File: src/rtl/lwsc_pkg.sv
`timescale 1ns / 1ps
// ----------------------------------------------------------------------------
// lwsc_pkg
// Shared types and constants of the sector cache directory.
// ----------------------------------------------------------------------------
package lwsc_pkg;

    // Width of the reported way field.
    localparam int WAY_FIELD_W = 3;

    // Control and status flags of one result.
    typedef struct packed {
        logic writeback_needed;
        logic fill_needed;
        logic hit;
    } res_flags_t;

    // Back end sequencer states.
    typedef enum logic [2:0] {
        ST_IDLE   = 3'b001,
        ST_SCAN   = 3'b010,
        ST_UPDATE = 3'b100
    } back_state_t;

endpackage

File: src/rtl/lwsc_ram.sv
`timescale 1ns / 1ps
// ----------------------------------------------------------------------------
// lwsc_ram
// Generic single write port, single read port RAM with registered read.
// ----------------------------------------------------------------------------
module lwsc_ram #(
    parameter int WIDTH = 10,
    parameter int DEPTH = 8
) (
    input  logic                     clk,
    input  logic                     we,
    input  logic [$clog2(DEPTH)-1:0] waddr,
    input  logic [WIDTH-1:0]         wdata,
    input  logic [$clog2(DEPTH)-1:0] raddr,
    output logic [WIDTH-1:0]         rdata
);

    logic [WIDTH-1:0] mem [DEPTH];
    logic [WIDTH-1:0] rdata_reg;

    always_ff @(posedge clk)
    begin
        if (we)
        begin
            mem[waddr] <= wdata;
        end
        rdata_reg <= mem[raddr];
    end

    assign rdata = rdata_reg;

endmodule

File: src/rtl/lwsc_front.sv
`timescale 1ns / 1ps
// ----------------------------------------------------------------------------
// lwsc_front
// Request intake: decodes the command and sector of each request and holds
// it in a two-entry queue until the back end takes it.
// ----------------------------------------------------------------------------
module lwsc_front
    import lwsc_pkg::*;
#(
    parameter int SECTOR_BITS = 10
) (
    input  logic                   clk,
    input  logic                   rst_n,
    input  logic                   in_valid,
    output logic                   in_ready,
    input  logic [((SECTOR_BITS+1+7)/8)*8-1:0] in_data,
    output logic                   out_valid,
    input  logic                   out_ready,
    output logic                   out_write,
    output logic [SECTOR_BITS-1:0] out_sector
);

    logic                   q_write_reg  [2];
    logic [SECTOR_BITS-1:0] q_sector_reg [2];
    logic                   wr_ptr_reg, wr_ptr_next;
    logic                   rd_ptr_reg, rd_ptr_next;
    logic [1:0]             count_reg, count_next;
    logic                   push, pop;
    logic                   dec_write;
    logic [SECTOR_BITS-1:0] dec_sector;

    // Command in the lowest bit, sector above it.
    assign dec_write  = in_data[0];
    assign dec_sector = in_data[SECTOR_BITS:1];

    assign in_ready   = (count_reg != 2'd2);
    assign out_valid  = (count_reg != 2'd0);
    assign push       = in_valid && in_ready;
    assign pop        = out_valid && out_ready;
    assign out_write  = q_write_reg[rd_ptr_reg];
    assign out_sector = q_sector_reg[rd_ptr_reg];

    always_comb
    begin
        wr_ptr_next = push ? ~wr_ptr_reg : wr_ptr_reg;
        rd_ptr_next = pop ? ~rd_ptr_reg : rd_ptr_reg;
        count_next  = count_reg;
        if (push && !pop)
        begin
            count_next = count_reg + 2'd1;
        end
        else if (pop && !push)
        begin
            count_next = count_reg - 2'd1;
        end
    end

    always_ff @(posedge clk or negedge rst_n)
    begin
        if (!rst_n)
        begin
            wr_ptr_reg <= 1'b0;
            rd_ptr_reg <= 1'b0;
            count_reg  <= 2'd0;
        end
        else
        begin
            wr_ptr_reg <= wr_ptr_next;
            rd_ptr_reg <= rd_ptr_next;
            count_reg  <= count_next;
        end
    end

    always_ff @(posedge clk)
    begin
        if (push)
        begin
            q_write_reg[wr_ptr_reg]  <= dec_write;
            q_sector_reg[wr_ptr_reg] <= dec_sector;
        end
    end

endmodule

File: src/rtl/lwsc_back.sv
`timescale 1ns / 1ps
// ----------------------------------------------------------------------------
// lwsc_back
// Directory engine: scans the ways one per cycle for a hit, a free way and
// the least recently used way, then updates tags, flags and ranks and
// registers the result.
// ----------------------------------------------------------------------------
module lwsc_back
    import lwsc_pkg::*;
#(
    parameter int WAYS        = 8,
    parameter int SECTOR_BITS = 10
) (
    input  logic                   clk,
    input  logic                   rst_n,
    input  logic                   req_valid,
    output logic                   req_ready,
    input  logic                   req_write,
    input  logic [SECTOR_BITS-1:0] req_sector,
    output logic                   res_valid,
    input  logic                   res_ready,
    output res_flags_t             res_flags,
    output logic [WAY_FIELD_W-1:0] res_way,
    output logic [SECTOR_BITS-1:0] res_wb_sector
);

    localparam int IW = $clog2(WAYS);
    localparam logic [IW-1:0] LAST_WAY = IW'(WAYS - 1);

    back_state_t state_reg, state_next;

    // Request being served.
    logic                   cur_write_reg;
    logic [SECTOR_BITS-1:0] cur_sector_reg;

    // Directory state.
    logic [WAYS-1:0] valid_reg, valid_next;
    logic [WAYS-1:0] dirty_reg, dirty_next;
    logic [IW-1:0]   rank_reg [WAYS];
    logic [IW-1:0]   rank_next [WAYS];

    // Scan pipeline: address issued to the tag RAM, then compared in the next cycle.
    logic [IW-1:0] rd_idx_reg, rd_idx_next;
    logic          rd_done_reg, rd_done_next;
    logic          cmp_vld_reg, cmp_vld_next;
    logic [IW-1:0] cmp_idx_reg, cmp_idx_next;

    // Scan findings.
    logic                   hit_found_reg, hit_found_next;
    logic                   inv_found_reg, inv_found_next;
    logic [IW-1:0]          hit_way_reg, hit_way_next;
    logic [IW-1:0]          hit_rank_reg, hit_rank_next;
    logic [IW-1:0]          inv_way_reg, inv_way_next;
    logic [IW-1:0]          inv_rank_reg, inv_rank_next;
    logic [IW-1:0]          lru_way_reg, lru_way_next;
    logic [IW-1:0]          lru_rank_reg, lru_rank_next;
    logic [SECTOR_BITS-1:0] lru_tag_reg, lru_tag_next;

    // Result register.
    logic                   res_valid_reg, res_valid_next;
    res_flags_t             res_flags_reg;
    logic [WAY_FIELD_W-1:0] res_way_reg;
    logic [SECTOR_BITS-1:0] res_wb_sector_reg;

    logic                   start;
    logic                   eval;
    logic                   tag_match;
    logic                   cmp_valid_bit;
    logic [IW-1:0]          cmp_rank;
    logic [SECTOR_BITS-1:0] tag_rdata;
    logic                   do_update;
    logic [IW-1:0]          upd_way;
    logic [IW-1:0]          upd_rank;
    logic                   upd_wb;

    lwsc_ram #(
        .WIDTH (SECTOR_BITS),
        .DEPTH (WAYS)
    ) u_tag_ram (
        .clk   (clk),
        .we    (do_update && !hit_found_reg),
        .waddr (upd_way),
        .wdata (cur_sector_reg),
        .raddr (rd_idx_reg),
        .rdata (tag_rdata)
    );

    assign req_ready     = (state_reg == ST_IDLE);
    assign start         = req_valid && req_ready;
    assign eval          = (state_reg == ST_SCAN) && cmp_vld_reg;
    assign cmp_rank      = rank_reg[cmp_idx_reg];
    assign cmp_valid_bit = valid_reg[cmp_idx_reg];
    assign tag_match     = cmp_valid_bit && (tag_rdata == cur_sector_reg);

    // With every way valid the victim is the one holding the highest rank.
    always_comb
    begin
        if (hit_found_reg)
        begin
            upd_way  = hit_way_reg;
            upd_rank = hit_rank_reg;
        end
        else if (inv_found_reg)
        begin
            upd_way  = inv_way_reg;
            upd_rank = inv_rank_reg;
        end
        else
        begin
            upd_way  = lru_way_reg;
            upd_rank = lru_rank_reg;
        end
    end

    assign upd_wb    = !hit_found_reg && !inv_found_reg && dirty_reg[lru_way_reg];
    assign do_update = (state_reg == ST_UPDATE) && (!res_valid_reg || res_ready);

    always_comb
    begin
        state_next = state_reg;
        case (state_reg)
            ST_IDLE:
            begin
                if (start)
                begin
                    state_next = ST_SCAN;
                end
            end
            ST_SCAN:
            begin
                if (eval && (cmp_idx_reg == LAST_WAY))
                begin
                    state_next = ST_UPDATE;
                end
            end
            ST_UPDATE:
            begin
                if (do_update)
                begin
                    state_next = ST_IDLE;
                end
            end
            default:
            begin
                state_next = ST_IDLE;
            end
        endcase
    end

    always_comb
    begin
        rd_idx_next  = rd_idx_reg;
        rd_done_next = rd_done_reg;
        cmp_vld_next = 1'b0;
        cmp_idx_next = cmp_idx_reg;
        if (start)
        begin
            rd_idx_next  = '0;
            rd_done_next = 1'b0;
        end
        else if ((state_reg == ST_SCAN) && !rd_done_reg)
        begin
            cmp_vld_next = 1'b1;
            cmp_idx_next = rd_idx_reg;
            if (rd_idx_reg == LAST_WAY)
            begin
                rd_done_next = 1'b1;
            end
            else
            begin
                rd_idx_next = rd_idx_reg + 1'b1;
            end
        end
    end

    always_comb
    begin
        hit_found_next = hit_found_reg;
        inv_found_next = inv_found_reg;
        hit_way_next   = hit_way_reg;
        hit_rank_next  = hit_rank_reg;
        inv_way_next   = inv_way_reg;
        inv_rank_next  = inv_rank_reg;
        lru_way_next   = lru_way_reg;
        lru_rank_next  = lru_rank_reg;
        lru_tag_next   = lru_tag_reg;
        if (start)
        begin
            hit_found_next = 1'b0;
            inv_found_next = 1'b0;
        end
        else if (eval)
        begin
            if (tag_match && !hit_found_reg)
            begin
                hit_found_next = 1'b1;
                hit_way_next   = cmp_idx_reg;
                hit_rank_next  = cmp_rank;
            end
            if (!cmp_valid_bit && !inv_found_reg)
            begin
                inv_found_next = 1'b1;
                inv_way_next   = cmp_idx_reg;
                inv_rank_next  = cmp_rank;
            end
            // A strict compare keeps the lowest-numbered way on a tie.
            if ((cmp_idx_reg == '0) || (cmp_rank > lru_rank_reg))
            begin
                lru_way_next  = cmp_idx_reg;
                lru_rank_next = cmp_rank;
                lru_tag_next  = tag_rdata;
            end
        end
    end

    // The served way becomes most recent; every way more recent than it ages.
    always_comb
    begin
        valid_next = valid_reg;
        dirty_next = dirty_reg;
        for (int i = 0; i < WAYS; i++)
        begin
            rank_next[i] = rank_reg[i];
            if (do_update)
            begin
                if (upd_way == IW'(i))
                begin
                    valid_next[i] = 1'b1;
                    dirty_next[i] = cur_write_reg || (hit_found_reg && dirty_reg[i]);
                    rank_next[i]  = '0;
                end
                else if (rank_reg[i] < upd_rank)
                begin
                    rank_next[i] = rank_reg[i] + 1'b1;
                end
            end
        end
    end

    always_comb
    begin
        res_valid_next = res_valid_reg;
        if (do_update)
        begin
            res_valid_next = 1'b1;
        end
        else if (res_ready)
        begin
            res_valid_next = 1'b0;
        end
    end

    always_ff @(posedge clk or negedge rst_n)
    begin
        if (!rst_n)
        begin
            state_reg     <= ST_IDLE;
            valid_reg     <= '0;
            dirty_reg     <= '0;
            for (int i = 0; i < WAYS; i++)
            begin
                rank_reg[i] <= IW'(i);
            end
            rd_idx_reg    <= '0;
            rd_done_reg   <= 1'b0;
            cmp_vld_reg   <= 1'b0;
            hit_found_reg <= 1'b0;
            inv_found_reg <= 1'b0;
            res_valid_reg <= 1'b0;
        end
        else
        begin
            state_reg     <= state_next;
            valid_reg     <= valid_next;
            dirty_reg     <= dirty_next;
            for (int i = 0; i < WAYS; i++)
            begin
                rank_reg[i] <= rank_next[i];
            end
            rd_idx_reg    <= rd_idx_next;
            rd_done_reg   <= rd_done_next;
            cmp_vld_reg   <= cmp_vld_next;
            hit_found_reg <= hit_found_next;
            inv_found_reg <= inv_found_next;
            res_valid_reg <= res_valid_next;
        end
    end

    always_ff @(posedge clk)
    begin
        if (start)
        begin
            cur_write_reg  <= req_write;
            cur_sector_reg <= req_sector;
        end
        cmp_idx_reg  <= cmp_idx_next;
        hit_way_reg  <= hit_way_next;
        hit_rank_reg <= hit_rank_next;
        inv_way_reg  <= inv_way_next;
        inv_rank_reg <= inv_rank_next;
        lru_way_reg  <= lru_way_next;
        lru_rank_reg <= lru_rank_next;
        lru_tag_reg  <= lru_tag_next;
        if (do_update)
        begin
            res_flags_reg.hit              <= hit_found_reg;
            res_flags_reg.fill_needed      <= !hit_found_reg;
            res_flags_reg.writeback_needed <= upd_wb;
            res_way_reg                    <= WAY_FIELD_W'(upd_way);
            res_wb_sector_reg              <= upd_wb ? lru_tag_reg : '0;
        end
    end

    assign res_valid     = res_valid_reg;
    assign res_flags     = res_flags_reg;
    assign res_way       = res_way_reg;
    assign res_wb_sector = res_wb_sector_reg;

endmodule

File: src/rtl/lru_writeback_sector_cache_directory_core.sv
`timescale 1ns / 1ps
// ----------------------------------------------------------------------------
// lru_writeback_sector_cache_directory_core
// Directory and LRU replacement engine of a fully associative write-back
// sector cache.
// ----------------------------------------------------------------------------
// Usage:
// Requests arrive on the s_ group; each carries a read or write command and
// a sector number. For every request one result leaves on the m_ group: hit,
// the way that now holds the sector, whether a fill is needed, and whether
// the old dirty sector of the victim must first be written back.
// A request is taken into a two-entry queue. The engine then reads the tag
// store one way per cycle, set by its single read port; it then updates
// the directory and registers the result before it takes the next request
// from the queue, so requests are served one at a time.
// The result waits in its register while m_tready is low; the engine then
// holds its finished update, and the queue keeps taking up to two further
// requests before s_tready drops.
// Reset clears all valid and dirty bits and sets each way's recency rank to
// its way number. Tags need no clearing, so the block takes requests right
// after reset.
// ----------------------------------------------------------------------------
module lru_writeback_sector_cache_directory_core
    import lwsc_pkg::*;
#(
    parameter int WAYS        = 8,
    parameter int SECTOR_BITS = 10
) (
    input  logic clk,
    input  logic rst_n,
    input  logic s_tvalid,
    output logic s_tready,
    // command [0], sector above it, zero padded
    input  logic [((SECTOR_BITS+1+7)/8)*8-1:0] s_tdata,
    output logic m_tvalid,
    input  logic m_tready,
    // hit, way (3), fill_needed, writeback_needed, writeback_sector, zero padded
    output logic [((SECTOR_BITS+6+7)/8)*8-1:0] m_tdata
);

    localparam int OUT_W = ((SECTOR_BITS + 6 + 7) / 8) * 8;

    logic                   req_valid;
    logic                   req_ready;
    logic                   req_write;
    logic [SECTOR_BITS-1:0] req_sector;
    res_flags_t             res_flags;
    logic [WAY_FIELD_W-1:0] res_way;
    logic [SECTOR_BITS-1:0] res_wb_sector;

    lwsc_front #(
        .SECTOR_BITS (SECTOR_BITS)
    ) u_front (
        .clk        (clk),
        .rst_n      (rst_n),
        .in_valid   (s_tvalid),
        .in_ready   (s_tready),
        .in_data    (s_tdata),
        .out_valid  (req_valid),
        .out_ready  (req_ready),
        .out_write  (req_write),
        .out_sector (req_sector)
    );

    lwsc_back #(
        .WAYS        (WAYS),
        .SECTOR_BITS (SECTOR_BITS)
    ) u_back (
        .clk           (clk),
        .rst_n         (rst_n),
        .req_valid     (req_valid),
        .req_ready     (req_ready),
        .req_write     (req_write),
        .req_sector    (req_sector),
        .res_valid     (m_tvalid),
        .res_ready     (m_tready),
        .res_flags     (res_flags),
        .res_way       (res_way),
        .res_wb_sector (res_wb_sector)
    );

    assign m_tdata = OUT_W'({res_wb_sector, res_flags.writeback_needed,
                             res_flags.fill_needed, res_way, res_flags.hit});

endmodule

File: config.mk
export PLATFORM = sky130hd
export DESIGN_NAME = lru_writeback_sector_cache_directory_core
export DESIGN_NICKNAME = d
export VERILOG_FILES = /design/src/rtl/lwsc_pkg.sv /design/src/rtl/lwsc_ram.sv /design/src/rtl/lwsc_front.sv /design/src/rtl/lwsc_back.sv /design/src/rtl/lru_writeback_sector_cache_directory_core.sv
export SDC_FILE = /design/constraint.sdc
export NUM_CORES = 1
export LEC_CHECK = 0
export ABC_AREA = 1
export BUFFER_PORTS_ARGS = -buffer_cell sky130_fd_sc_hd__clkbuf_2
export CORE_UTILIZATION = 30
export DETAILED_ROUTE_END_ITERATION = 10
export PLACE_DENSITY = 0.56
export SLEW_MARGIN = 20
export SYNTH_ARGS = -nofsm -noshare
export SYNTH_HDL_FRONTEND = slang
export SYNTH_HIERARCHICAL = 1
export SYNTH_SLANG_ARGS = --single-unit
File: constraint.sdc
create_clock -name clk -period 3.4 [get_ports clk]
set_input_delay 0 -clock clk [delete_from_list [all_inputs] [get_ports clk]]
set_output_delay 0 -clock clk [all_outputs]
set_load 0.02 [all_outputs]
==> results.cfg <==
[timing]
max_freq_ghz = 0.351
period_needed_ps = 2850
rsz0062_at_grt = no
slew_violations = 0
slew_headroom_pct = 36.2
fin_ws_ps = 549
setup_tns_ps = 0
post-route-period-util_pct = 83.8
finalHoldViolCount = 0
hold-worst-slack_ps = 34.2
finClkSkew_ps = 21.0
setup_viol = 0
worst_pin_slew_ps = 954

[finish]
layout-drive-gt1-share_pct = 16.4
largest_reg_flops = 80
seqCellArea_um2 = 6400
nNetsFinal = 1184
fillers = 3558
final_util_pct = 35.2
diodes = 0
areaGrowthSynthToFinish_pct = 15.6
multi_input_area_um2 = 3550

[detailed_routing]
first_iter_violations = 450
vias = 7079
met1_length_mm = 11.5
drc = 0
wl_per_cell_um = 14.0
dr.max_layer_used = met4
ant_nets = 0
vias_per_cell = 4.38
met2_length_mm = 9.66
wl_met3_mm = 1.06
wl_mm = 22.7
drtPass1Iterations = 5

[clocking]
clock-root-buffer = clkbuf_16
tritoncts = built
htree_levels = 1
clockBufferDepth = 3
clk_latency_ps = 540
clk_pin_slew_ps = 60
cts_resized = 0
cts_sinks = 225
cts_buffers = 27

[die]
core.rowCount = 69
dieHeight_um = 192
num_io_pins = 38
core-area_um2 = 35600
die-area_um2 = 36800
start_util_pct = 30.4
die_width_um = 192

[critical_path]
crit_path_end_kind = register
path_max_fanout = 14
arrival_ps = 3080
start_kind = register
path_class = reg2reg
required_ps = 3630

[power_and_ir_drop]
finalPower_uw = 8500
ir_drop_uv = 428
leakagePower_uw = 0.00572
cellPowerDensity_nw_per_um2 = 679

[grt]
grt_util_all_layers_pct = 12.9
grt_pass1_vias = 6800
grt_pass1_wl_mm = 37.1
antenna_found_initial = 0
grt-ovfl-total = 0
grt_max_degree = 42

[yosys]
ys_seq_elements = 225
syn-num-nets = 1119
async_flop_share_pct = 24.4
ys_seq_area_share_pct = 59.1
synth_area_leaders = edfxtp_1, nand2_1, dfrtp_1, inv_1, nand3_1
syn-cell-area_um2 = 10800
synth_warnings = 6
ys.flop_type = edfxtp_1
synth_top_cell_area_share_pct = 44.4
yosysUniqueCellTypes = 48
synth_edf_count = 160
synth_cells = 1069
yosysTopAreaCell = edfxtp_1
syn_area_per_cell_um2 = 10.1

[placed_design]
hpwl_mm = 15.1
dp_slack_ps = 624
io_buffers = 32
gp_congestion = 0.892

[run]
maxCapViolCount = 0

[hold_path]
hp-class = in2async

[outcome]
run_status = finished clean
[power breakdown]
part	leakage (µW)	switching, µW	total (µW)	internal, µW
sequential	0.00220	451	3950	3500
clock	0.000431	1110	2880	1780
combinational	0.00309	1110	1670	562
total	0.00572	2660	8500	5840
[routing by layer]
layer	up-vias	GRT usage, %
met5	-	0
met1	3318	18.8
met3	36	2.08
li1	3594	-
met4	0	3.48
met2	131	19.8
[cell usage after synthesis, types with 10 or more instances]
library cell  instances
a21oi_1              28
buf_2                11
dfrtp_1              42
dfstp_2              13
dfxtp_1              10
edfxtp_1            160
ha_1                 30
inv_1               161
nand2_1             302
nand2_2              25
nand3_1              84
nand3_2              13
nor2_1               50
o21ai_0              26
o21ai_1              10
xor2_1               10
[worst max-delay path, stage by stage, from the launching register on]
cell      delay [ps]
edfxtp_1         620
inv_1            250
nor2_1           130
o21ai_0           90
a31oi_1          400
ha_1             210
nand2_1           50
o21ai_0          140
nand2_1           60
a21oi_1          280
buf_4            290
[placed cells by master, fill, tap and decap left out, types with 4 or more instances in the layout]
master and count:
xnor2_1 4, a21oi_1 28, dlygate4sd3_1 14, nand2_2 25, o21ai_0 26, clkbuf_2 31, clkbuf_16 27, ha_1 30
nand3_4 5, nor2_1 50, dfrtp_1 42, nand3_2 13, inv_1 161, nand2_1 302, inv_2 4, nand2_4 9
nor2_2 9, edfxtp_1 160, xor2_1 10, nand4_4 6, nand3_1 84, and2_1 6, buf_4 18, o21ai_1 10
clkbuf_8 4, clkbuf_1 9, dfstp_2 13, nand4_1 6, dfxtp_1 10
[final cells by class]
class | count | area share, %
multi-input cells | 647 | 28.3
well taps | 461 | 4.61
clock inverters | 9 | 1.03
flip-flops and latches | 225 | 51.1
inverters | 168 | 5.12
clock buffers | 40 | 6.11
repair buffers | 65 | 3.66
[metrics by stage]
step	instances	cell area [µm²]
after floorplan	1069	10800
after global placement	1552	11500
after detailed placement	1552	11500
after CTS	1615	12500
after global routing	1615	12500
final	1615	12500
[cell families after synthesis]
logic type	after synthesis	share of synthesized area, %
and+or+nand+nor	531	24.6
buffers and inverters	197	8.12
xor gates and xnor gates	15	1.28
adders and majority gates	30	3.47
DFF	225	59.1
AOI/OAI and AO/OA	70	3.34
muxes	1	0.0925
[repair_timing]
| item | CTS | global route |
|---|---|---|
| hold endpoints to repair | 67 | 0 |
| setup buffers | 0 | 0 |
| hold buffers | 14 | 0 |
[worst paths after layout]
| kind | startpoint | end | slack, ps | cells past startpoint |
|---|---|---|---|---|
| max | u_back/cmp_idx_reg[1] | u_back/lru_tag_reg[4] | 550 | 10 |
| min | rst_n | u_back/rank_reg[3] | 30 | 2 |
| max reg2reg | u_back/cmp_idx_reg[1] | u_back/lru_tag_reg[4] | 550 | 10 |
| min reg2reg | u_back/u_tag_ram/rdata[3] | u_back/lru_tag_reg[3] | 450 | 0 |
| max in group asynchronous | rst_n | u_back/state_reg[0] | 2610 | 3 |
| min in group clk | s_tdata[9] | u_front/q_sector_reg[1][8] | 200 | 2 |
(Power assumes the default switching activity.)
